`config.mk`:
```
export PLATFORM = sky130hd
export DESIGN_NAME = mwg_queue
export DESIGN_NICKNAME = d
export VERILOG_FILES = /design/src/hw/rtl/mwg_pkg.sv /design/src/hw/rtl/mwg_queue.sv
export SDC_FILE = /design/constraint.sdc
export NUM_CORES = 1
export LEC_CHECK = 0
export ABC_AREA = 1
export BUFFER_PORTS_ARGS = -buffer_cell sky130_fd_sc_hd__buf_2
export CAP_MARGIN = 20
export CORE_MARGIN = 8
export CORE_UTILIZATION = 54
export DETAILED_ROUTE_END_ITERATION = 16
export PLACE_DENSITY_LB_ADDON = 0.25
export SYNTH_ARGS = -nofsm -noshare
export SYNTH_HDL_FRONTEND = slang
export SYNTH_SLANG_ARGS = --single-unit
```
`constraint.sdc`:
```
create_clock -name clk -period 8.5 [get_ports clk]
set_input_delay 0 -clock clk [delete_from_list [all_inputs] [get_ports clk]]
set_output_delay 0 -clock clk [all_outputs]
set_load 0.005 [all_outputs]
```
`src/hw/rtl/mwg_pkg.sv`:
```
// Shared types, codes and the quarter-wave sine table for the waveform generator.
package mwg_pkg;

	// Item kinds
	typedef enum logic [1:0] {
		KIND_TICK  = 2'd0,
		KIND_TIMED = 2'd1,
		KIND_CLEAR = 2'd2,
		KIND_NOP   = 2'd3
	} kind_t;

	// Waveform selection; codes 6 and 7 give a zero waveform
	typedef enum logic [2:0] {
		WAVE_SINE   = 3'd0,
		WAVE_TRI    = 3'd1,
		WAVE_SAW    = 3'd2,
		WAVE_ISAW   = 3'd3,
		WAVE_SQUARE = 3'd4,
		WAVE_NOISE  = 3'd5
	} wave_t;

	// Register map
	localparam int unsigned CFG_IDX_W = 3;
	localparam logic [CFG_IDX_W-1:0] REG_WAVE_TYPE = 3'd0;
	localparam logic [CFG_IDX_W-1:0] REG_BIAS      = 3'd1;
	localparam logic [CFG_IDX_W-1:0] REG_AMP       = 3'd2;
	localparam logic [CFG_IDX_W-1:0] REG_TICK_STEP = 3'd3;
	localparam logic [CFG_IDX_W-1:0] REG_MS_STEP   = 3'd4;
	localparam logic [CFG_IDX_W-1:0] REG_SEED      = 3'd5;

	localparam logic [31:0] TICK_STEP_RST = 32'd429496730;
	localparam logic [31:0] NOISE_DEFAULT = 32'd2463534242;

	// Live configuration
	typedef struct packed {
		wave_t              wave_type;
		logic signed [31:0] bias;
		logic [31:0]        amp;
		logic [31:0]        tick_step;
		logic [31:0]        ms_step;
	} cfg_t;

	// Seed write towards the noise state
	typedef struct packed {
		logic        load;
		logic [31:0] value;
	} seed_wr_t;

	// One queued item: kind, phase to sample at, noise word for this item
	typedef struct packed {
		kind_t       kind;
		logic [31:0] phase;
		logic [31:0] noise;
	} qent_t;

	// Angle folding points, degrees with 32 fraction bits
	localparam logic [40:0] DEG180 = 41'h0B4_0000_0000;
	localparam logic [40:0] DEG90  = 41'h05A_0000_0000;

	// Quarter-wave sine, round(sin * 65536) at 1-degree steps
	localparam int unsigned SINE_TABLE_ENTRIES = 91;
	localparam int unsigned SINE_IDX_W = $clog2(SINE_TABLE_ENTRIES);
	localparam logic [16:0] SINE_TBL [SINE_TABLE_ENTRIES] = '{
		17'd0,     17'd1144,  17'd2287,  17'd3430,  17'd4572,  17'd5712,  17'd6850,
		17'd7987,  17'd9121,  17'd10252, 17'd11380, 17'd12505, 17'd13626, 17'd14742,
		17'd15855, 17'd16962, 17'd18064, 17'd19161, 17'd20252, 17'd21336, 17'd22415,
		17'd23486, 17'd24550, 17'd25607, 17'd26656, 17'd27697, 17'd28729, 17'd29753,
		17'd30767, 17'd31773, 17'd32768, 17'd33754, 17'd34729, 17'd35693, 17'd36647,
		17'd37590, 17'd38521, 17'd39441, 17'd40348, 17'd41243, 17'd42126, 17'd42995,
		17'd43852, 17'd44695, 17'd45525, 17'd46341, 17'd47143, 17'd47930, 17'd48703,
		17'd49461, 17'd50203, 17'd50931, 17'd51643, 17'd52339, 17'd53020, 17'd53684,
		17'd54332, 17'd54963, 17'd55578, 17'd56175, 17'd56756, 17'd57319, 17'd57865,
		17'd58393, 17'd58903, 17'd59396, 17'd59870, 17'd60326, 17'd60764, 17'd61183,
		17'd61584, 17'd61966, 17'd62328, 17'd62672, 17'd62997, 17'd63303, 17'd63589,
		17'd63856, 17'd64104, 17'd64332, 17'd64540, 17'd64729, 17'd64898, 17'd65047,
		17'd65177, 17'd65287, 17'd65376, 17'd65446, 17'd65496, 17'd65526, 17'd65536
	};

endpackage

```
`src/hw/rtl/mwg_queue.sv`:
```
// Short FIFO of queued items between the front and back ends.
module mwg_queue #(
	parameter int unsigned DEPTH = 4
) (
	input  logic            clk,
	input  logic            arst_n,
	input  logic            push,
	input  mwg_pkg::qent_t  push_ent,
	input  logic            pop,
	output mwg_pkg::qent_t  head_ent,
	output logic            full,
	output logic            empty
);

	localparam int unsigned PTR_W = (DEPTH > 1) ? $clog2(DEPTH) : 1;
	localparam int unsigned CNT_W = $clog2(DEPTH + 1);
	localparam logic [PTR_W-1:0] LAST = PTR_W'(DEPTH - 1);

	mwg_pkg::qent_t   ent_q [DEPTH];
	logic [PTR_W-1:0] wr_ptr_q, rd_ptr_q;
	logic [CNT_W-1:0] cnt_q;
	logic             do_push, do_pop;

	assign full     = (cnt_q == CNT_W'(DEPTH));
	assign empty    = (cnt_q == '0);
	assign do_push  = push && !full;
	assign do_pop   = pop && !empty;
	assign head_ent = ent_q[rd_ptr_q];

	// entry storage
	always_ff @(posedge clk) begin
		if (do_push) begin
			ent_q[wr_ptr_q] <= push_ent;
		end
	end

	// pointers and fill count
	always_ff @(posedge clk or negedge arst_n) begin
		if (!arst_n) begin
			wr_ptr_q <= '0;
			rd_ptr_q <= '0;
			cnt_q    <= '0;
		end else begin
			if (do_push) begin
				wr_ptr_q <= (wr_ptr_q == LAST) ? '0 : wr_ptr_q + 1'b1;
			end
			if (do_pop) begin
				rd_ptr_q <= (rd_ptr_q == LAST) ? '0 : rd_ptr_q + 1'b1;
			end
			if (do_push && !do_pop) begin
				cnt_q <= cnt_q + 1'b1;
			end else if (do_pop && !do_push) begin
				cnt_q <= cnt_q - 1'b1;
			end
		end
	end

endmodule

```
==> out/metrics.cfg <==
[sta]
worstMarginPinSlew_ps=1010
worst_slack_ps=5510
hold_slack_ps=242
slew_headroom=0.330
rsz0062_at_grt=no
clock_skew_ps=6.46
setup_tns_ps=0
fmax_mhz=335
final-max-slew-violation-count=0
min_period_ps=2990
min_period_over_period=0.351
hold_violations=0
setup_viol=0

[floorplanning]
die_h_um=159
die_area_um2=25300
core_area_um2=20200
die_w_um=159
num_rows=52
initial_core_util=0.548
ios=138

[cts]
cts_max_level=1
cts_root_buffer=clkbuf_16
clkTransAtPathRegs_ps=60
cts_tree=yes
post_cts_resized=0
clock_latency_ps=510
cts.sinks=271
cts_buffers=26
cts_max_path_buffers=3
cts_setup_buffers=0

[placement]
routabilityCongestion=0.737
placed_area_um2=11800
pre_cts_ws_ps=5850
dp_cells=1202
io_buffers=137
dpl.hpwl_um=12200

[logic_synthesis]
synth.mux.area_fraction=0
synth_simple_gate_area_frac=0.0781
synth_fa_ha_area_frac=0.00861
synthesis.nets=909
syn_area_um2=11000
synth_area_per_cell_um2=13.3
yosysSeqAreaShare=0.733
synth_top_family_by_area=compound AO/OA/AOI/OAI gates
synthXorXnorAreaFrac=0.000793
ys_types=18
synth_seq_cells=271
yosysWarnings=0
netlist_instances=832
synth_compound_area_frac=0.0910

[power_and_ir_drop]
power_density_nw_per_um2=321
p_clk_frac=0.255
p_sw_frac=0.326
p_switching_w=0.00139
combPwrFrac=0.305
p_seq_frac=0.440
power.internal_w=0.00287
cellLeakagePower_nw=5.32
ir_drop_uv=191

[drt]
drtIter0Drc=403
drc=0
viasPerCell=5.06
routedWlPerCell_um=16.1
wirelength_um=21200
dr_total_vias=6672
dr.pass1.iters=5
ant_nets=0

[worst_setup_path]
startpoint_type=register
r2r-start=cnt_q[0]
critical_path.max_fanout=102
critPathCaptureType=output port
r2r_end=ent_q[0][27]
r2r_setup_slack_ps=5900
crit_type=reg -> out
arrival_ps=2990
r2r.worst_path.cells=5
crit_required_ps=8500

[layout]
register_area_um2=8110
fillCellCount=1492
final_cell_area_um2=13300
nNetsFinal=1107
syn_to_final_growth_pct=20.0
fin_cells=1319
diodes=0
drive_above_1_share=0.178
multi_input_area_um2=2000

[global_routing]
grt_max_degree=103
grt_pass1_vias=6694
grt_pass1_wl_um=34400
antenna_found_initial=0
grt.overflow.total=0
track_usage=0.165

[run]
maxCapViolCount=0

[worst_hold_path]
hp-start=push_ent[17]
holdPathStages=2
hold_end=ent_q[2][17]
hp-class=in -> reg

[status]
outcome=finished clean

-- synth_stat cells --
cell type	n	area share
inv_1	147	0.050
o211ai_2	2	0.0023
o21ai_0	1	0.00045
ha_1	6	0.0068
edfxtp_1	264	0.72
clkbuf_1	3	0.0010
buf_6	29	0.030
dfrtp_1	7	0.016
nand2_1	213	0.072
nand3_1	7	0.0032
nor2_1	6	0.0020
inv_2	1	0.00034
fa_1	1	0.0018
xnor2_1	1	0.00079
nand4_1	1	0.00057
buf_4	6	0.0041
o211ai_1	130	0.088
buf_2	7	0.0032
-- sequential cells by signal, summed over array words and instances (netlist names) --
signal and count:
cnt_q 3, rd_ptr_q 2, ent_q 264, wr_ptr_q 2
-- worst max-delay path: stages (launching register included) --
cell,delay (ps)
dfrtp_4,960
buf_4,870
nand2_1,170
o211ai_1,120
nand2_1,120
buf_2,150
-- through the flow --
step,power [W],util
2_1_floorplan,0.00281,-
3_3_place_gp,0.00317,0.583
3_5_place_dp,0.00321,0.583
4_1_cts,0.00432,0.657
5_1_grt,0.00454,0.657
6_report,0.00426,0.657
-- per-layer routing --
| layer | GRT usage | up-vias | wire length (µm) | share of wire |
|---|---|---|---|---|
| li1 | - | 3274 | - | - |
| met1 | 0.204 | 3205 | 8960 | 0.42 |
| met2 | 0.297 | 172 | 10700 | 0.50 |
| met3 | 0.0346 | 21 | 1350 | 0.064 |
| met4 | 0.0296 | 0 | 237 | 0.011 |
| met5 | 0 | - | 0 | 0 |
-- area by class of cell --
| type | count | share of cell area |
|---|---|---|
| sequential | 271 | 0.611 |
| multi-input combinational | 368 | 0.151 |
| inverter | 148 | 0.0419 |
| clock buffer | 36 | 0.0535 |
| clock inverter | 11 | 0.00745 |
| tap | 270 | 0.0255 |
| timing repair buffer | 215 | 0.109 |
-- power groups by stage --
stage | Clock (W) | Combinational, W | Sequential, W
finish | 0.00109 | 0.00130 | 0.00187
detailed placement | 0 | 0.00130 | 0.00190
global placement | 0 | 0.00128 | 0.00189
floorplan | 0 | 0.000957 | 0.00185
global route | 0.00117 | 0.00147 | 0.00190
CTS | 0.00111 | 0.00133 | 0.00188
-- cell usage in the layout, fill, tap and decap left out, types with 2 or more instances in the layout --
master         synthesis  routed
nor2_1                 6       2
dlygate4sd3_1          0      70
dfrtp_1                7       5
nor2_4                 0       4
bufinv_16              0       2
clkbuf_16              0      27
edfxtp_1             264     264
o211ai_2               2       2
ha_1                   6       6
buf_2                  7     137
buf_4                  6       8
o211ai_1             130     130
inv_1                147     147
clkinv_1               0       5
clkbuf_1               3       9
nand3_1                7       7
nand2_1              213     213
clkinv_2               0       4
-- how the worst max path moves through the flow --
| stage | start | end | slack, ps | cells after the start |
|---|---|---|---|---|
| final | rd_ptr_q[0] | head_ent[57] | 5510 | 5 |
| after global placement | cnt_q[0] | ent_q[0][28] | 5940 | 5 |
| after global routing | rd_ptr_q[0] | head_ent[57] | 5210 | 5 |
| after floorplan | cnt_q[0] | ent_q[0][0] | 4520 | 4 |
| after CTS | rd_ptr_q[0] | head_ent[57] | 5530 | 5 |
| after detailed placement | cnt_q[0] | ent_q[0][26] | 5850 | 5 |
-- repair_timing --
action,in CTS,in global routing
endpoints found under the hold margin,276,0
setup endpoints to repair,0,0
hold buffers,70,0
-- cell families after synthesis --
group	after synthesis
AO/OA/AOI/OAI	133
XOR/XNOR	1
adder cells (fa/ha/maj)	7
buffers and inverters	193
flip-flops	271
AND/OR/NAND/NOR	227
Power figures use the tool's default switching activity.
