--- src/hw/rtl/mwg_pkg.sv ---
// Shared types, codes and the quarter-wave sine table for the waveform generator.
package mwg_pkg;

	// Item kinds
	typedef enum logic [1:0] {
		KIND_TICK  = 2'd0,
		KIND_TIMED = 2'd1,
		KIND_CLEAR = 2'd2,
		KIND_NOP   = 2'd3
	} kind_t;

	// Waveform selection; codes 6 and 7 give a zero waveform
	typedef enum logic [2:0] {
		WAVE_SINE   = 3'd0,
		WAVE_TRI    = 3'd1,
		WAVE_SAW    = 3'd2,
		WAVE_ISAW   = 3'd3,
		WAVE_SQUARE = 3'd4,
		WAVE_NOISE  = 3'd5
	} wave_t;

	// Register map
	localparam int unsigned CFG_IDX_W = 3;
	localparam logic [CFG_IDX_W-1:0] REG_WAVE_TYPE = 3'd0;
	localparam logic [CFG_IDX_W-1:0] REG_BIAS      = 3'd1;
	localparam logic [CFG_IDX_W-1:0] REG_AMP       = 3'd2;
	localparam logic [CFG_IDX_W-1:0] REG_TICK_STEP = 3'd3;
	localparam logic [CFG_IDX_W-1:0] REG_MS_STEP   = 3'd4;
	localparam logic [CFG_IDX_W-1:0] REG_SEED      = 3'd5;

	localparam logic [31:0] TICK_STEP_RST = 32'd429496730;
	localparam logic [31:0] NOISE_DEFAULT = 32'd2463534242;

	// Live configuration
	typedef struct packed {
		wave_t              wave_type;
		logic signed [31:0] bias;
		logic [31:0]        amp;
		logic [31:0]        tick_step;
		logic [31:0]        ms_step;
	} cfg_t;

	// Seed write towards the noise state
	typedef struct packed {
		logic        load;
		logic [31:0] value;
	} seed_wr_t;

	// One queued item: kind, phase to sample at, noise word for this item
	typedef struct packed {
		kind_t       kind;
		logic [31:0] phase;
		logic [31:0] noise;
	} qent_t;

	// Angle folding points, degrees with 32 fraction bits
	localparam logic [40:0] DEG180 = 41'h0B4_0000_0000;
	localparam logic [40:0] DEG90  = 41'h05A_0000_0000;

	// Quarter-wave sine, round(sin * 65536) at 1-degree steps
	localparam int unsigned SINE_TABLE_ENTRIES = 91;
	localparam int unsigned SINE_IDX_W = $clog2(SINE_TABLE_ENTRIES);
	localparam logic [16:0] SINE_TBL [SINE_TABLE_ENTRIES] = '{
		17'd0,     17'd1144,  17'd2287,  17'd3430,  17'd4572,  17'd5712,  17'd6850,
		17'd7987,  17'd9121,  17'd10252, 17'd11380, 17'd12505, 17'd13626, 17'd14742,
		17'd15855, 17'd16962, 17'd18064, 17'd19161, 17'd20252, 17'd21336, 17'd22415,
		17'd23486, 17'd24550, 17'd25607, 17'd26656, 17'd27697, 17'd28729, 17'd29753,
		17'd30767, 17'd31773, 17'd32768, 17'd33754, 17'd34729, 17'd35693, 17'd36647,
		17'd37590, 17'd38521, 17'd39441, 17'd40348, 17'd41243, 17'd42126, 17'd42995,
		17'd43852, 17'd44695, 17'd45525, 17'd46341, 17'd47143, 17'd47930, 17'd48703,
		17'd49461, 17'd50203, 17'd50931, 17'd51643, 17'd52339, 17'd53020, 17'd53684,
		17'd54332, 17'd54963, 17'd55578, 17'd56175, 17'd56756, 17'd57319, 17'd57865,
		17'd58393, 17'd58903, 17'd59396, 17'd59870, 17'd60326, 17'd60764, 17'd61183,
		17'd61584, 17'd61966, 17'd62328, 17'd62672, 17'd62997, 17'd63303, 17'd63589,
		17'd63856, 17'd64104, 17'd64332, 17'd64540, 17'd64729, 17'd64898, 17'd65047,
		17'd65177, 17'd65287, 17'd65376, 17'd65446, 17'd65496, 17'd65526, 17'd65536
	};

endpackage

--- src/hw/rtl/mwg_front.sv ---
// Front end: accepts items, owns the phase and noise state, queues work for the back end.
module mwg_front (
	input  logic                 clk,
	input  logic                 arst_n,
	input  logic                 in_valid,
	output logic                 in_stall,
	input  logic [1:0]           kind,
	input  logic [31:0]          elapsed_ms,
	input  mwg_pkg::cfg_t        cfg,
	input  mwg_pkg::seed_wr_t    seed_wr,
	input  logic                 q_full,
	output logic                 push,
	output mwg_pkg::qent_t       push_ent
);

	logic              accept;
	mwg_pkg::kind_t    kind_in;
	logic [31:0]       phase_q;
	logic [31:0]       noise_q;
	logic [31:0]       nz1, nz2, nz3;
	logic              noise_adv;
	logic [63:0]       ms_prod;

	assign in_stall = q_full;
	assign accept   = in_valid && !in_stall;
	assign kind_in  = mwg_pkg::kind_t'(kind);

	// xorshift32: 13, 17, 5
	assign nz1 = noise_q ^ {noise_q[18:0], 13'd0};
	assign nz2 = nz1 ^ {17'd0, nz1[31:17]};
	assign nz3 = nz2 ^ {nz2[26:0], 5'd0};

	assign noise_adv = (cfg.wave_type == mwg_pkg::WAVE_NOISE) &&
		((kind_in == mwg_pkg::KIND_TICK) || (kind_in == mwg_pkg::KIND_TIMED));

	// timed phase advance, Q16.16 ms times per-ms step
	assign ms_prod = {32'd0, elapsed_ms} * {32'd0, cfg.ms_step};

	assign push     = accept;
	assign push_ent = '{kind: kind_in, phase: phase_q, noise: nz3};

	// phase accumulator and noise state
	always_ff @(posedge clk or negedge arst_n) begin
		if (!arst_n) begin
			phase_q <= 32'd0;
			noise_q <= mwg_pkg::NOISE_DEFAULT;
		end else begin
			if (seed_wr.load) begin
				noise_q <= (seed_wr.value == 32'd0) ? mwg_pkg::NOISE_DEFAULT : seed_wr.value;
			end else if (accept && noise_adv) begin
				noise_q <= nz3;
			end
			if (accept) begin
				case (kind_in)
					mwg_pkg::KIND_TICK:  phase_q <= phase_q + cfg.tick_step;
					mwg_pkg::KIND_TIMED: phase_q <= phase_q + ms_prod[47:16];
					mwg_pkg::KIND_CLEAR: phase_q <= 32'd0;
					default:             phase_q <= phase_q;
				endcase
			end
		end
	end

endmodule

--- config.mk ---
export PLATFORM = sky130hd
export DESIGN_NAME = mwg_front
export DESIGN_NICKNAME = d
export VERILOG_FILES = /design/src/hw/rtl/mwg_pkg.sv /design/src/hw/rtl/mwg_front.sv
export SDC_FILE = /design/constraint.sdc
export NUM_CORES = 2
export LEC_CHECK = 0
export BUFFER_PORTS_ARGS = -buffer_cell sky130_fd_sc_hd__buf_4
export CAP_MARGIN = 20
export CORE_UTILIZATION = 55
export CTS_CLUSTER_DIAMETER = 120
export DETAILED_ROUTE_END_ITERATION = 16
export MAX_ROUTING_LAYER = met4
export PLACE_DENSITY = 0.81
export SETUP_SLACK_MARGIN = 0.5
export SYNTH_ARGS = -nofsm -noshare
export SYNTH_HDL_FRONTEND = slang
export SYNTH_SLANG_ARGS = --single-unit
--- constraint.sdc ---
create_clock -name clk -period 5.9 [get_ports clk]
set_input_delay 0.295 -clock clk [delete_from_list [all_inputs] [get_ports clk]]
set_output_delay 0.295 -clock clk [all_outputs]
set_load 0.01 [all_outputs]
==> run metrics, run 1 <==
outcome=stopped before the end; Stop stage=detailed routing; error msg=[ERROR DRT-0255] Maze Route cannot find path of net elapsed_ms[1] in worker of routeBox ( 193200 144900 ) ( 244430 193200 ).; Num CTS Buffers=9; post-synthesis cell area=about 0.032 mm2; initial antenna violation count=6; Placed Area=around 0.037 mm2; Core Rows=88; maximum clock path buffer count=2; Die Wd=roughly 240 um; Yosys reg bits=64; most numerous cell in the Yosys netlist=fa_1; CTS Hold Bufs=0; Final GP Congestion=between 0.9 and 1; first-pass GRT wire length=between 150000 and 200000 um; Yosys top cell area share=approximately half; leading area contributor after synthesis=fa_1; hpwl dp=about 76000 um; Syn Inst Count=around 3600; CTS root buf=clkbuf_16; synth unique cells=67; top cells by area, synth=fa_1, inv_1, and2_1, ha_1, nand2_1; Syn Area/Cell=around 9 um2; Die Height=between 200 and 250 um; PortBufs=slightly above 200; Mapped Nets=4776; number of synthesized flops with an enable pin=0; Post-synth ARST share=between 90% and 100%; number of global-route vias before repair=about 29000; Sink Count=64; CTS H-Tree Depth=3; total number of yosys warnings=0; register area share after synthesis=~5.0%; worst_ep kind=register input; Main synth FF type=dfrtp_1; overall global routing resource usage=33.1%; GRT worst endpoint=phase_q[30]$_DFFE_PN0P_/D; IO Count=between 200 and 300; Starting Density=a little under three fifths; synth cell count leaders=fa_1, inv_1, nand2_1; Overflow after GRT=0; largest net degree at the start of global routing=between 60 and 70
## per-stage QoR
stage / util, % / instances / TNS, ps / setup slack [ps]
after floorplan: - / 3591 / -58950 / -2430
after global placement: 64.1 / 4743 / -76310 / -3020
after detailed placement: 64.1 / 4743 / -81160 / -3200
after CTS: 66.4 / 4789 / -59640 / -2400
after global routing: 67.2 / 4812 / -72790 / -2910
## routing by layer
metal / global-route usage [%]
met5: -
met4: 20.6
met3: 3.71
met2: 56.9
met1: 36.8
## repair_timing
item                                    4_1_cts  5_1_grt
pin swaps                                   138       45
endpoints found under the setup margin       32       32
resized for setup                           191       66
buffers inserted                             27       16
gates cloned                                  3        1
## kinds of logic after synthesis
logic type      Yosys count  synth area share [%]
buf+inv                 953                  11.1
simple gates           1155                  17.5
flops                    64                  5.01
compound gates          271                  5.67
mux                       9                 0.286
fa+ha+maj               983                  56.1
xor+xnor                156                  4.27
==> inputs of run 2 (changes only) <==
--- a/config.mk
+++ b/config.mk
@@ -7,12 +7,9 @@
 export LEC_CHECK = 0
 export BUFFER_PORTS_ARGS = -buffer_cell sky130_fd_sc_hd__buf_4
 export CAP_MARGIN = 20
-export CORE_UTILIZATION = 55
-export CTS_CLUSTER_DIAMETER = 120
+export CORE_UTILIZATION = 40
 export DETAILED_ROUTE_END_ITERATION = 16
-export MAX_ROUTING_LAYER = met4
-export PLACE_DENSITY = 0.81
-export SETUP_SLACK_MARGIN = 0.5
+export PLACE_DENSITY_LB_ADDON = 0.15
 export SYNTH_ARGS = -nofsm -noshare
 export SYNTH_HDL_FRONTEND = slang
 export SYNTH_SLANG_ARGS = --single-unit
==> run 2 against run 1 <==
  * Synthesized area is the same
  * The flow now finishes, with violations (negative setup slack)
  * Synthesized cell count is the same
  * Global-route usage shrank 8.9 points
==> run metrics, run 2 <==
PortBufs=between 200 and 250; total number of yosys warnings=0; overall global routing resource usage=24.2%; critical path launch point type=primary input; maximum clock path buffer count=2; largest family of logic cells by synthesized area=adder cells; CTS root buf=clkbuf_16; Remaining DRCs=0; hpwl dp=between 80000 and 90000 um; max-cap viol count=0; clk slew on worst S/H paths=60 ps; Die Height=286 um; Bufs and invs on worst path=6; die area=between 0.08 and 0.09 mm2; CTS tree=built; Final Slew Violations=0; Overflow after GRT=0; worst slack, placed=-3170 ps; Vias=25000; Synth Area in Compound Gates=5.67%; Starting Density=roughly two fifths; Final GP Congestion=~0.88; endpoints failing setup=32; Worst Path Max Fanout=5; fin crit period=8390 ps; crit-path max cell delay=between 500 and 600 ps; Max Clk Rate=between 100 and 150 MHz; Starting DRT DRC Count=a little under 1000; antenna-violating nets left=0; simple-gate share of the synthesized area=about 18%; IO Count=270; CTS H-Tree Depth=3; Num CTS Buffers=9; leading area contributor after synthesis=fa_1; crit end category=flop; Main synth FF type=dfrtp_1; Syn Area/Cell=about 9 um2; GRT Max-Usage Layer=met2; Final nets=5244; Post-Synth XOR/XNOR Area=4.27%; Fillers=between 7000 and 8000; RSZ-0062 raised after global routing=yes; Yosys top cell area share=between 40% and 50%; Regs by FF count=noise_q: 32 flops, phase_q: 32 flops; largest net degree at the start of global routing=65; endpoints failing hold=0; mux cell area share after synthesis=less than 1%; met1 usage=28.9%; Yosys reg bits=64; number of synthesized flops with an enable pin=0; Post-synth ARST share=100%; Core Util, Final=49.9%; ratio of final minimum period to clock period=142%; Worst Path Class, Setup=primary input to flop; Die Wd=around 290 um; Critical Path AT=between 8000 and 9000 ps; Via density=roughly 5; Initial DRT Pass Iterations=5; most numerous cell in the Yosys netlist=fa_1; slowest library cell on the worst path=fa_2; core area=~0.080 mm2; register area share after synthesis=5.01%; Syn Inst Count=around 3600; WL/cell=approximately 19 um; Core Rows=103; initial antenna violation count=5; met3 usage=2.59%; synth cell count leaders=fa_1, inv_1, nand2_1; Slew @ Worst Pin=about 950 ps; Sink Count=64; final wirelength=95100 um; fraction of the mapped netlist area in adder cells=around 56%; P&R area growth vs syn=22.8%; Clock Skews=~6 ps; outcome=finished, violations left; CTS Hold Bufs=0; met2 usage=between 40% and 50%; most frequent cells in the layout=fa_1, inv_1, buf_4; Worst Path Required=~6000 ps; number of global-route vias before repair=~28000; Slew headroom=between 30% and 40%; clk_lat worst skew=around 360 ps; R2R setup slack=2930 ps; synth unique cells=between 60 and 70; setup tns final=-60840 ps; first-pass GRT wire length=around 150000 um; leading cell type in the layout, fill and taps excluded=fa_1; post-synthesis cell area=about 0.032 mm2; CP most frequent cell=fa_1; share of cells above drive strength 1=between 20% and 30%; failing checks=negative setup slack; top cells by area, synth=fa_1, inv_1, and2_1, ha_1, nand2_1; hold crit path type=primary input to async pin; setup slack after layout=-2490 ps; Top delay family on crit path=adder cells; Mapped Nets=roughly 4800
==> run 2: layer usage <==
layer / wire length, um / part of all wire, % / vias to the layer above
li1: - / - / 11500
met1: 37000 / 39 / 13000
met2: 52100 / 55 / 402
met3: 2860 / 3.0 / 126
met4: 3150 / 3.3 / 0
met5: 0 / 0 / -
==> run 2: stage by stage <==
stage	cells	cell area [um2]	hold slack, ps
2_1_floorplan	3591	32600	-0.591
3_3_place_gp	5039	37500	474
3_5_place_dp	5039	37500	479
4_1_cts	5089	39100	89.9
5_1_grt	5118	39700	138
6_report	5118	39700	69.4
==> run 2: worst paths after layout <==
kind | start | endpoint | cells after the start
hold / removal | arst_n | phase_q[29]$_DFFE_PN0P_ | 1
max in group asynchronous | arst_n | noise_q[19]$_DFFE_PN0P_ | 1
setup reg to reg | phase_q[0]$_DFFE_PN0P_ | phase_q[30]$_DFFE_PN0P_ | 15
hold reg to reg | noise_q[22]$_DFFE_PN1P_ | noise_q[22]$_DFFE_PN1P_ | 2
min in group clk | seed_wr[26] | noise_q[26]$_DFFE_PN0P_ | 3
setup / recovery | elapsed_ms[11] | phase_q[18]$_DFFE_PN0P_ | 39
==> run 2: area by class of cell <==
class / instances / area, um2 / share of cell area [%]
Timing Repair Buffer: 655 / 5520 / 13.9
Sequential cell: 64 / 1620 / 4.08
Inverter: 755 / 2830 / 7.14
Clock inverter: 6 / 115 / 0.290
Clock buffer: 10 / 239 / 0.602
Tap cell: 1050 / 1310 / 3.31
Multi-Input combinational cell: 2574 / 28000 / 70.6
Antenna cell: 4 / 10.0 / 0.0252
==> run 2: kinds of logic after synthesis <==
logic type	after synthesis
buffers and inverters	953
adder cells (fa/ha/maj)	983
flip-flops	64
multiplexers	9
XOR/XNOR	156
AO/OA/AOI/OAI	271
AND/OR/NAND/NOR	1155
==> run 2: repair_timing <==
| item | CTS | global route |
|---|---|---|
| setup endpoints to repair | 32 | 32 |
| setup buffers | 34 | 26 |
| gates resized for setup | 185 | 98 |
| pin swaps | 139 | 99 |
| gates cloned | 5 | 2 |
Power of run 2 is not shown: default switching activity piles up to over one toggle a cycle in this logic, so the estimate is an artifact.
