<file path="src/hw/rtl/mwg_pkg.sv">
// Shared types, codes and the quarter-wave sine table for the waveform generator.
package mwg_pkg;

	// Item kinds
	typedef enum logic [1:0] {
		KIND_TICK  = 2'd0,
		KIND_TIMED = 2'd1,
		KIND_CLEAR = 2'd2,
		KIND_NOP   = 2'd3
	} kind_t;

	// Waveform selection; codes 6 and 7 give a zero waveform
	typedef enum logic [2:0] {
		WAVE_SINE   = 3'd0,
		WAVE_TRI    = 3'd1,
		WAVE_SAW    = 3'd2,
		WAVE_ISAW   = 3'd3,
		WAVE_SQUARE = 3'd4,
		WAVE_NOISE  = 3'd5
	} wave_t;

	// Register map
	localparam int unsigned CFG_IDX_W = 3;
	localparam logic [CFG_IDX_W-1:0] REG_WAVE_TYPE = 3'd0;
	localparam logic [CFG_IDX_W-1:0] REG_BIAS      = 3'd1;
	localparam logic [CFG_IDX_W-1:0] REG_AMP       = 3'd2;
	localparam logic [CFG_IDX_W-1:0] REG_TICK_STEP = 3'd3;
	localparam logic [CFG_IDX_W-1:0] REG_MS_STEP   = 3'd4;
	localparam logic [CFG_IDX_W-1:0] REG_SEED      = 3'd5;

	localparam logic [31:0] TICK_STEP_RST = 32'd429496730;
	localparam logic [31:0] NOISE_DEFAULT = 32'd2463534242;

	// Live configuration
	typedef struct packed {
		wave_t              wave_type;
		logic signed [31:0] bias;
		logic [31:0]        amp;
		logic [31:0]        tick_step;
		logic [31:0]        ms_step;
	} cfg_t;

	// Seed write towards the noise state
	typedef struct packed {
		logic        load;
		logic [31:0] value;
	} seed_wr_t;

	// One queued item: kind, phase to sample at, noise word for this item
	typedef struct packed {
		kind_t       kind;
		logic [31:0] phase;
		logic [31:0] noise;
	} qent_t;

	// Angle folding points, degrees with 32 fraction bits
	localparam logic [40:0] DEG180 = 41'h0B4_0000_0000;
	localparam logic [40:0] DEG90  = 41'h05A_0000_0000;

	// Quarter-wave sine, round(sin * 65536) at 1-degree steps
	localparam int unsigned SINE_TABLE_ENTRIES = 91;
	localparam int unsigned SINE_IDX_W = $clog2(SINE_TABLE_ENTRIES);
	localparam logic [16:0] SINE_TBL [SINE_TABLE_ENTRIES] = '{
		17'd0,     17'd1144,  17'd2287,  17'd3430,  17'd4572,  17'd5712,  17'd6850,
		17'd7987,  17'd9121,  17'd10252, 17'd11380, 17'd12505, 17'd13626, 17'd14742,
		17'd15855, 17'd16962, 17'd18064, 17'd19161, 17'd20252, 17'd21336, 17'd22415,
		17'd23486, 17'd24550, 17'd25607, 17'd26656, 17'd27697, 17'd28729, 17'd29753,
		17'd30767, 17'd31773, 17'd32768, 17'd33754, 17'd34729, 17'd35693, 17'd36647,
		17'd37590, 17'd38521, 17'd39441, 17'd40348, 17'd41243, 17'd42126, 17'd42995,
		17'd43852, 17'd44695, 17'd45525, 17'd46341, 17'd47143, 17'd47930, 17'd48703,
		17'd49461, 17'd50203, 17'd50931, 17'd51643, 17'd52339, 17'd53020, 17'd53684,
		17'd54332, 17'd54963, 17'd55578, 17'd56175, 17'd56756, 17'd57319, 17'd57865,
		17'd58393, 17'd58903, 17'd59396, 17'd59870, 17'd60326, 17'd60764, 17'd61183,
		17'd61584, 17'd61966, 17'd62328, 17'd62672, 17'd62997, 17'd63303, 17'd63589,
		17'd63856, 17'd64104, 17'd64332, 17'd64540, 17'd64729, 17'd64898, 17'd65047,
		17'd65177, 17'd65287, 17'd65376, 17'd65446, 17'd65496, 17'd65526, 17'd65536
	};

endpackage

</file>
<file path="src/hw/rtl/mwg_back.sv">
// Back end: sample pipeline from queued phase to the saturated, scaled output beat.
module mwg_back (
	input  logic                  clk,
	input  logic                  arst_n,
	input  mwg_pkg::cfg_t         cfg,
	input  logic                  q_empty,
	input  mwg_pkg::qent_t        head_ent,
	output logic                  pop,
	output logic                  out_valid,
	input  logic                  out_stall,
	output logic signed [31:0]    sample
);

	logic adv;

	// stage valids
	logic v_s1, v_s2, v_s3, v_s4, v_s5, v_s6, out_valid_q;

	// stage payloads
	mwg_pkg::kind_t     kind_s1, kind_s2, kind_s3, kind_s4, kind_s5, kind_s6;
	logic [40:0]        d_s1;
	logic signed [19:0] aux_s1, aux_s2, aux_s3;
	logic [39:0]        d_s2;
	logic               neg_s2, neg_s3;
	logic [16:0]        ti_s3;
	logic [10:0]        diff_s3;
	logic [31:0]        frac_s3;
	logic signed [19:0] raw_s4;
	logic               bias_on_s4;
	logic signed [31:0] w_s5, w_s6;
	logic               neg_s6;
	logic [63:0]        prod_s6;
	logic signed [31:0] sample_q;

	// stage 1 logic
	logic [17:0]        tri_q;
	logic signed [19:0] tri_v;
	logic [49:0]        nz_num;
	logic [32:0]        nz_ab;
	logic [19:0]        nz_q;
	logic signed [19:0] aux_v;

	// stage 3 logic
	logic [38:0]                      d_fold;
	logic [mwg_pkg::SINE_IDX_W-1:0]   idx, idx_n;
	logic [16:0]                      t_lo, t_hi;

	// stage 4 logic
	logic [43:0]        ip_sum;
	logic [17:0]        sine_mag;
	logic signed [19:0] sine_v;

	// stage 5 logic
	logic signed [33:0] biased;

	// stage 6 logic
	logic [32:0]        neg_w;
	logic [31:0]        mag;

	// stage 7 logic
	logic [64:0]        rnd_sum;
	logic [48:0]        rmag;
	logic [48:0]        neg_r;
	logic signed [31:0] scaled;
	logic signed [31:0] sample_d;

	// whole pipeline moves when the output register can take a beat
	assign adv       = !out_valid_q || !out_stall;
	assign pop       = adv && !q_empty;
	assign out_valid = out_valid_q;
	assign sample    = sample_q;

	// stage 1: triangle, saw, square and noise from the queued words
	always_comb begin
		tri_q = head_ent.phase[31:14];
		if (head_ent.phase < 32'h4000_0000) begin
			tri_v = signed'({2'b00, tri_q});
		end else if (head_ent.phase < 32'hC000_0000) begin
			tri_v = 20'sd131072 - signed'({2'b00, tri_q});
		end else begin
			tri_v = signed'({2'b00, tri_q}) - 20'sd262144;
		end
		// round(x * 2^17 / (2^32 - 1)): quotient is hi word plus one carry step
		nz_num = {1'b0, head_ent.noise, 17'd0} + 50'h0_7FFF_FFFF;
		nz_ab  = {15'd0, nz_num[49:32]} + {1'b0, nz_num[31:0]};
		nz_q   = {2'd0, nz_num[49:32]} + {19'd0, (nz_ab >= 33'h0_FFFF_FFFF)};
		case (cfg.wave_type)
			mwg_pkg::WAVE_TRI:    aux_v = tri_v;
			mwg_pkg::WAVE_SAW:    aux_v = signed'({4'd0, head_ent.phase[31:16]});
			mwg_pkg::WAVE_ISAW:   aux_v = -signed'({4'd0, head_ent.phase[31:16]});
			mwg_pkg::WAVE_SQUARE: aux_v = head_ent.phase[31] ? -20'sd65536 : 20'sd65536;
			mwg_pkg::WAVE_NOISE:  aux_v = signed'(nz_q) - 20'sd65536;
			default:              aux_v = 20'sd0;
		endcase
	end

	// stage 3: fold to the first quadrant and look up the neighbours
	always_comb begin
		if ({1'b0, d_s2} > mwg_pkg::DEG90) begin
			d_fold = 39'(mwg_pkg::DEG180 - {1'b0, d_s2});
		end else begin
			d_fold = d_s2[38:0];
		end
		idx   = d_fold[38:32];
		idx_n = (idx == mwg_pkg::SINE_IDX_W'(mwg_pkg::SINE_TABLE_ENTRIES - 1)) ?
			idx : idx + 1'b1;
		t_lo  = mwg_pkg::SINE_TBL[idx];
		t_hi  = mwg_pkg::SINE_TBL[idx_n];
	end

	// stage 4: linear interpolation, round half up
	always_comb begin
		ip_sum   = ({33'd0, diff_s3} * {12'd0, frac_s3}) + 44'h0_8000_0000;
		sine_mag = {1'b0, ti_s3} + {6'd0, ip_sum[43:32]};
		sine_v   = neg_s3 ? -signed'({2'b00, sine_mag}) : signed'({2'b00, sine_mag});
	end

	// stage 5: bias and saturate
	always_comb begin
		biased = bias_on_s4 ?
			(34'(raw_s4) + 34'(cfg.bias)) : 34'(raw_s4);
	end

	// stage 6: magnitude for the gain
	assign neg_w = 33'd0 - {w_s5[31], w_s5};
	assign mag   = w_s5[31] ? neg_w[31:0] : w_s5;

	// stage 7: round half away from zero, restore sign, saturate, pick by kind
	always_comb begin
		rnd_sum = {1'b0, prod_s6} + 65'd32768;
		rmag    = rnd_sum[64:16];
		neg_r   = 49'd0 - rmag;
		if (neg_s6) begin
			scaled = (rmag > 49'h0_8000_0000) ? 32'sh8000_0000 : signed'(neg_r[31:0]);
		end else begin
			scaled = (rmag > 49'h0_7FFF_FFFF) ? 32'sh7FFF_FFFF : signed'(rmag[31:0]);
		end
		case (kind_s6)
			mwg_pkg::KIND_TICK:  sample_d = w_s6;
			mwg_pkg::KIND_TIMED: sample_d = scaled;
			default:             sample_d = 32'sd0;
		endcase
	end

	// stage valids
	always_ff @(posedge clk or negedge arst_n) begin
		if (!arst_n) begin
			v_s1        <= 1'b0;
			v_s2        <= 1'b0;
			v_s3        <= 1'b0;
			v_s4        <= 1'b0;
			v_s5        <= 1'b0;
			v_s6        <= 1'b0;
			out_valid_q <= 1'b0;
		end else if (adv) begin
			v_s1        <= !q_empty;
			v_s2        <= v_s1;
			v_s3        <= v_s2;
			v_s4        <= v_s3;
			v_s5        <= v_s4;
			v_s6        <= v_s5;
			out_valid_q <= v_s6;
		end
	end

	// stage payloads
	always_ff @(posedge clk) begin
		if (adv) begin
			// stage 1: degrees = phase * 360 with 32 fraction bits
			kind_s1 <= head_ent.kind;
			d_s1    <= {9'd0, head_ent.phase} * 41'd360;
			aux_s1  <= aux_v;
			// stage 2: second half-turn folds with a sign flip
			kind_s2 <= kind_s1;
			aux_s2  <= aux_s1;
			if (d_s1 > mwg_pkg::DEG180) begin
				d_s2   <= 40'(d_s1 - mwg_pkg::DEG180);
				neg_s2 <= 1'b1;
			end else begin
				d_s2   <= d_s1[39:0];
				neg_s2 <= 1'b0;
			end
			// stage 3
			kind_s3 <= kind_s2;
			aux_s3  <= aux_s2;
			neg_s3  <= neg_s2;
			ti_s3   <= t_lo;
			diff_s3 <= 11'(t_hi - t_lo);
			frac_s3 <= d_fold[31:0];
			// stage 4
			kind_s4    <= kind_s3;
			raw_s4     <= (cfg.wave_type == mwg_pkg::WAVE_SINE) ? sine_v : aux_s3;
			bias_on_s4 <= (cfg.wave_type == mwg_pkg::WAVE_SINE) ||
				(cfg.wave_type == mwg_pkg::WAVE_TRI) ||
				(cfg.wave_type == mwg_pkg::WAVE_SQUARE) ||
				(cfg.wave_type == mwg_pkg::WAVE_NOISE);
			// stage 5
			kind_s5 <= kind_s4;
			if (biased > 34'sh0_7FFF_FFFF) begin
				w_s5 <= 32'sh7FFF_FFFF;
			end else if (biased < -34'sh0_8000_0000) begin
				w_s5 <= 32'sh8000_0000;
			end else begin
				w_s5 <= biased[31:0];
			end
			// stage 6
			kind_s6 <= kind_s5;
			w_s6    <= w_s5;
			neg_s6  <= w_s5[31];
			prod_s6 <= {32'd0, mag} * {32'd0, cfg.amp};
			// output register
			sample_q <= sample_d;
		end
	end

endmodule

</file>
<file path="config.mk">
export PLATFORM = sky130hd
export DESIGN_NAME = mwg_back
export DESIGN_NICKNAME = d
export VERILOG_FILES = /design/src/hw/rtl/mwg_pkg.sv /design/src/hw/rtl/mwg_back.sv
export SDC_FILE = /design/constraint.sdc
export NUM_CORES = 2
export LEC_CHECK = 0
export BUFFER_PORTS_ARGS = -buffer_cell sky130_fd_sc_hd__clkbuf_2
export CAP_MARGIN = 10
export CORE_UTILIZATION = 40
export DETAILED_ROUTE_END_ITERATION = 7
export SETUP_SLACK_MARGIN = 0.3
export SLEW_MARGIN = 25
export SYNTH_ARGS = -nofsm -noshare
export SYNTH_HDL_FRONTEND = slang
export SYNTH_SLANG_ARGS = --single-unit
</file>
<file path="constraint.sdc">
create_clock -name clk -period 31.5 [get_ports clk]
set_input_delay 1.575 -clock clk [delete_from_list [all_inputs] [get_ports clk]]
set_output_delay 1.575 -clock clk [all_outputs]
set_load 0.02 [all_outputs]
</file>
==> impl_summary.txt <==
----------------------------------------------------
[Timing]
  Minimum period implied by the final worst setup slack ... 12,320 ps
  Count of endpoints failing setup in the final report ... 0
  Slew headroom ... 0.2438
  Maximum clock skew at final layout ... 43.53 ps
  Post-route fraction of the period consumed by the critical path ... 0.3912
  Summed negative setup slack over all endpoints ... 0 ps
  Maximum frequency from static timing analysis ... 81.16 MHz
  Slew Viols, Final ... 0
  Number of endpoints with negative hold slack in the final report ... 0
  Worst-margin pin slew ... 1134 ps
  RSZ-0062 raised after global routing ... false

[Global routing]
  Pin count of the biggest net entering global routing ... 188
  Number of global-route vias before repair ... 57,280
  Remaining global-route overflow ... 0
  All-Layer GR Usage ... 0.2309
  Initial antenna violation count ... 22
  First-pass GRT wire length ... 325.1 mm

[CTS]
  Gates resized, CTS repair ... 0
  Buffers from clock root to sink, at most ... 3
  Deepest level of the CTS H-tree ... 2
  CTS buffer count ... 44
  Insertion delay of the later-clocked pin in the worst-skew pair ... 620 ps
  Hold-fix buffers, CTS ... 0
  TritonCTS sink count ... 379
  Clock tree root buffer cell ... clkbuf_16
  Buffer count from post-CTS setup fixing ... 0
  Clock transition at the register clock pins on the worst setup and hold paths after CTS ... 60 ps
  Clock tree from TritonCTS ... yes

[Critical path]
  CP most frequent cell ... fa_1
  Arrival time of data at the critical path endpoint ... 12,690 ps
  Critical Path Fanout Max ... 32
  Kind of critical path ... reg -> reg
  Cell with the largest stage delay on the worst path ... o31ai_1
  Worst stage delay on the critical path ... 620 ps
  Data required time at the worst endpoint ... 31,870 ps
  WP buf/inv ... 7
  Category of the worst setup path capture point ... flop
  Top cell family by delay on the critical path ... adder cells
  Critical path launch point type ... flop

[Yosys]
  Number of distinct standard cells referenced by the synthesized netlist ... 106
  Area of the mapped netlist ... 70,850 um^2
  Primary FF master, synth ... edfxtp_1
  Post-synth net total ... 9,712
  Count of yosys warnings during synthesis ... 0
  Part of the Yosys area used for sequential elements ... 0.1601
  Share of flip-flops with an asynchronous set or reset after synthesis ... 0.01847
  Total of flip-flops plus latches after synthesis ... 379
  Mean instance size in the synthesized netlist ... 9.101 um^2
  Mapped Cells ... 7,785
  EDFF count, synth ... 372

[Floorplanning]
  Overall die area ... 178,800 um^2
  Starting density of the core ... 0.4023
  Core Region ... 176,100 um^2
  Die H ... 422.9 um
  Count of pins on the block boundary ... 235
  Core Rows ... 154
  Die Width ... 422.9 um

[Finish]
  Highest-count cells in the layout ignoring fill and taps ... 1,380 x inv_1, 1,246 x nand2_1, 1,198 x fa_1
  Synth-to-Final Area Change ... 6.774%
  Most common library cell in the layout ignoring fill and taps ... inv_1
  Design Area, Final ... 75,650 um^2
  Fraction of final layout cells sized beyond drive strength 1 ... 0.06048
  Number of nets in the finished design ... 9,616

[Route]
  DRT antenna net count ... 0
  DRC violations left ... 0
  Vias post-DR ... 54,690
  Detailed-route wire length per cell ... 20.30 um
  First-pass detailed-route iteration total ... 5
  DRC marker count from the first detailed-route iteration ... 4,122
  Drt total wl ... 204.5 mm
  Avg Vias per Cell ... 5.429

[Placed design]
  Count of input and output buffers ... 170
  Post-detailed-placement half-perimeter wirelength ... 153.9 mm
  Post-place instance area ... 74,060 um^2
  Final weighted congestion in routability-driven placement ... 0.9114

[Run status]
  Outcome ... completed

[Job]
  Max-Cap Viols ... 0

[Hold path]
  Class of the worst hold path ... reg -> reg

----------------------------------------------------
==> worst register-to-register path, delay by kind of cell (launching register included) <==
kind            cells  cell delay (ps)
fa+ha+maj           9             4510
xor+xnor            2              240
flops               1              520
simple gates       13             3540
buf+inv             7              930
compound gates      7             2360
==> path summary, 6_finish.rpt <==
check	start	end	slack (ps)	depth (start not counted)
min reg2reg	neg_s2	neg_s3	410	0
min	neg_s2	neg_s3	410	0
max	w_s5[2]	prod_s6[63]	19180	38
max reg2reg	w_s5[2]	prod_s6[63]	19180	38
min in group asynchronous	arst_n	v_s5	780	1
max in group asynchronous	arst_n	out_valid	30550	1
==> cell families after synthesis <==
logic type / share of synthesized area
AND/OR/NAND/NOR: 0.1634
buffers and inverters: 0.09627
adder cells (fa/ha/maj): 0.4318
AO/OA/AOI/OAI: 0.09969
flip-flops: 0.1601
XOR/XNOR: 0.04374
multiplexers: 0.005033
==> stage by stage <==
step                      hold WS (ps)  setup WS [ps]  std cells    util
after global placement           400.6          19390       9980  0.4205
final                            406.4          19180      10070  0.4295
after detailed placement         405.4          19250       9980  0.4205
after floorplan                  400.3          20720       7785       -
after CTS                        401.7          19190      10060  0.4290
after global routing             421.0          18510      10070  0.4295
==> layer usage <==
metal,track usage,up-vias,routed length [um]
li1,-,24730,-
met1,0.2931,27740,82640
met2,0.3922,1818,100400
met3,0.02996,398,12270
met4,0.1024,2,9246
met5,0,-,13
==> synthesized netlist by cell type, drive strengths merged, types with 38 or more instances <==
| library cell | number | area share |
|---|---|---|
| nand4 | 38 | 0.0034 |
| a31oi | 61 | 0.0054 |
| nand2 | 1250 | 0.066 |
| nor2 | 254 | 0.014 |
| xor2 | 104 | 0.013 |
| a21o | 86 | 0.0091 |
| inv | 1383 | 0.073 |
| xnor2 | 246 | 0.031 |
| nand3 | 101 | 0.0071 |
| or3 | 48 | 0.0042 |
| and3 | 56 | 0.0049 |
| nor3 | 92 | 0.0066 |
| a21oi | 238 | 0.017 |
| and2 | 415 | 0.037 |
| clkbuf | 374 | 0.020 |
| fa | 1198 | 0.34 |
| a211oi | 38 | 0.0041 |
| ha | 528 | 0.093 |
| edfxtp | 372 | 0.16 |
| o21ai | 218 | 0.016 |
| buf | 40 | 0.0030 |
==> sequential cells by signal, summed over array words and instances (netlist names), 29 cells and up <==
signal and cells:
prod_s6 49, d_s1 38, d_s2 37, sample 32, w_s5 32, w_s6 32
frac_s3 29
==> area by class of cell <==
| class | count | area, um^2 |
|---|---|---|
| diodes | 11 | 27.53 |
| clock buffers | 45 | 1105 |
| clock inverters | 34 | 385.4 |
| fillers | 17240 | 100500 |
| inverters | 1385 | 5201 |
| multi-input cells | 5607 | 52990 |
| flip-flops and latches | 379 | 11350 |
| well taps | 2340 | 2928 |
| repair buffers | 272 | 1668 |
Power is left out: the tool's default activity adds up to more than one toggle a clock period on the data nets, which glitch-free logic cannot reach.
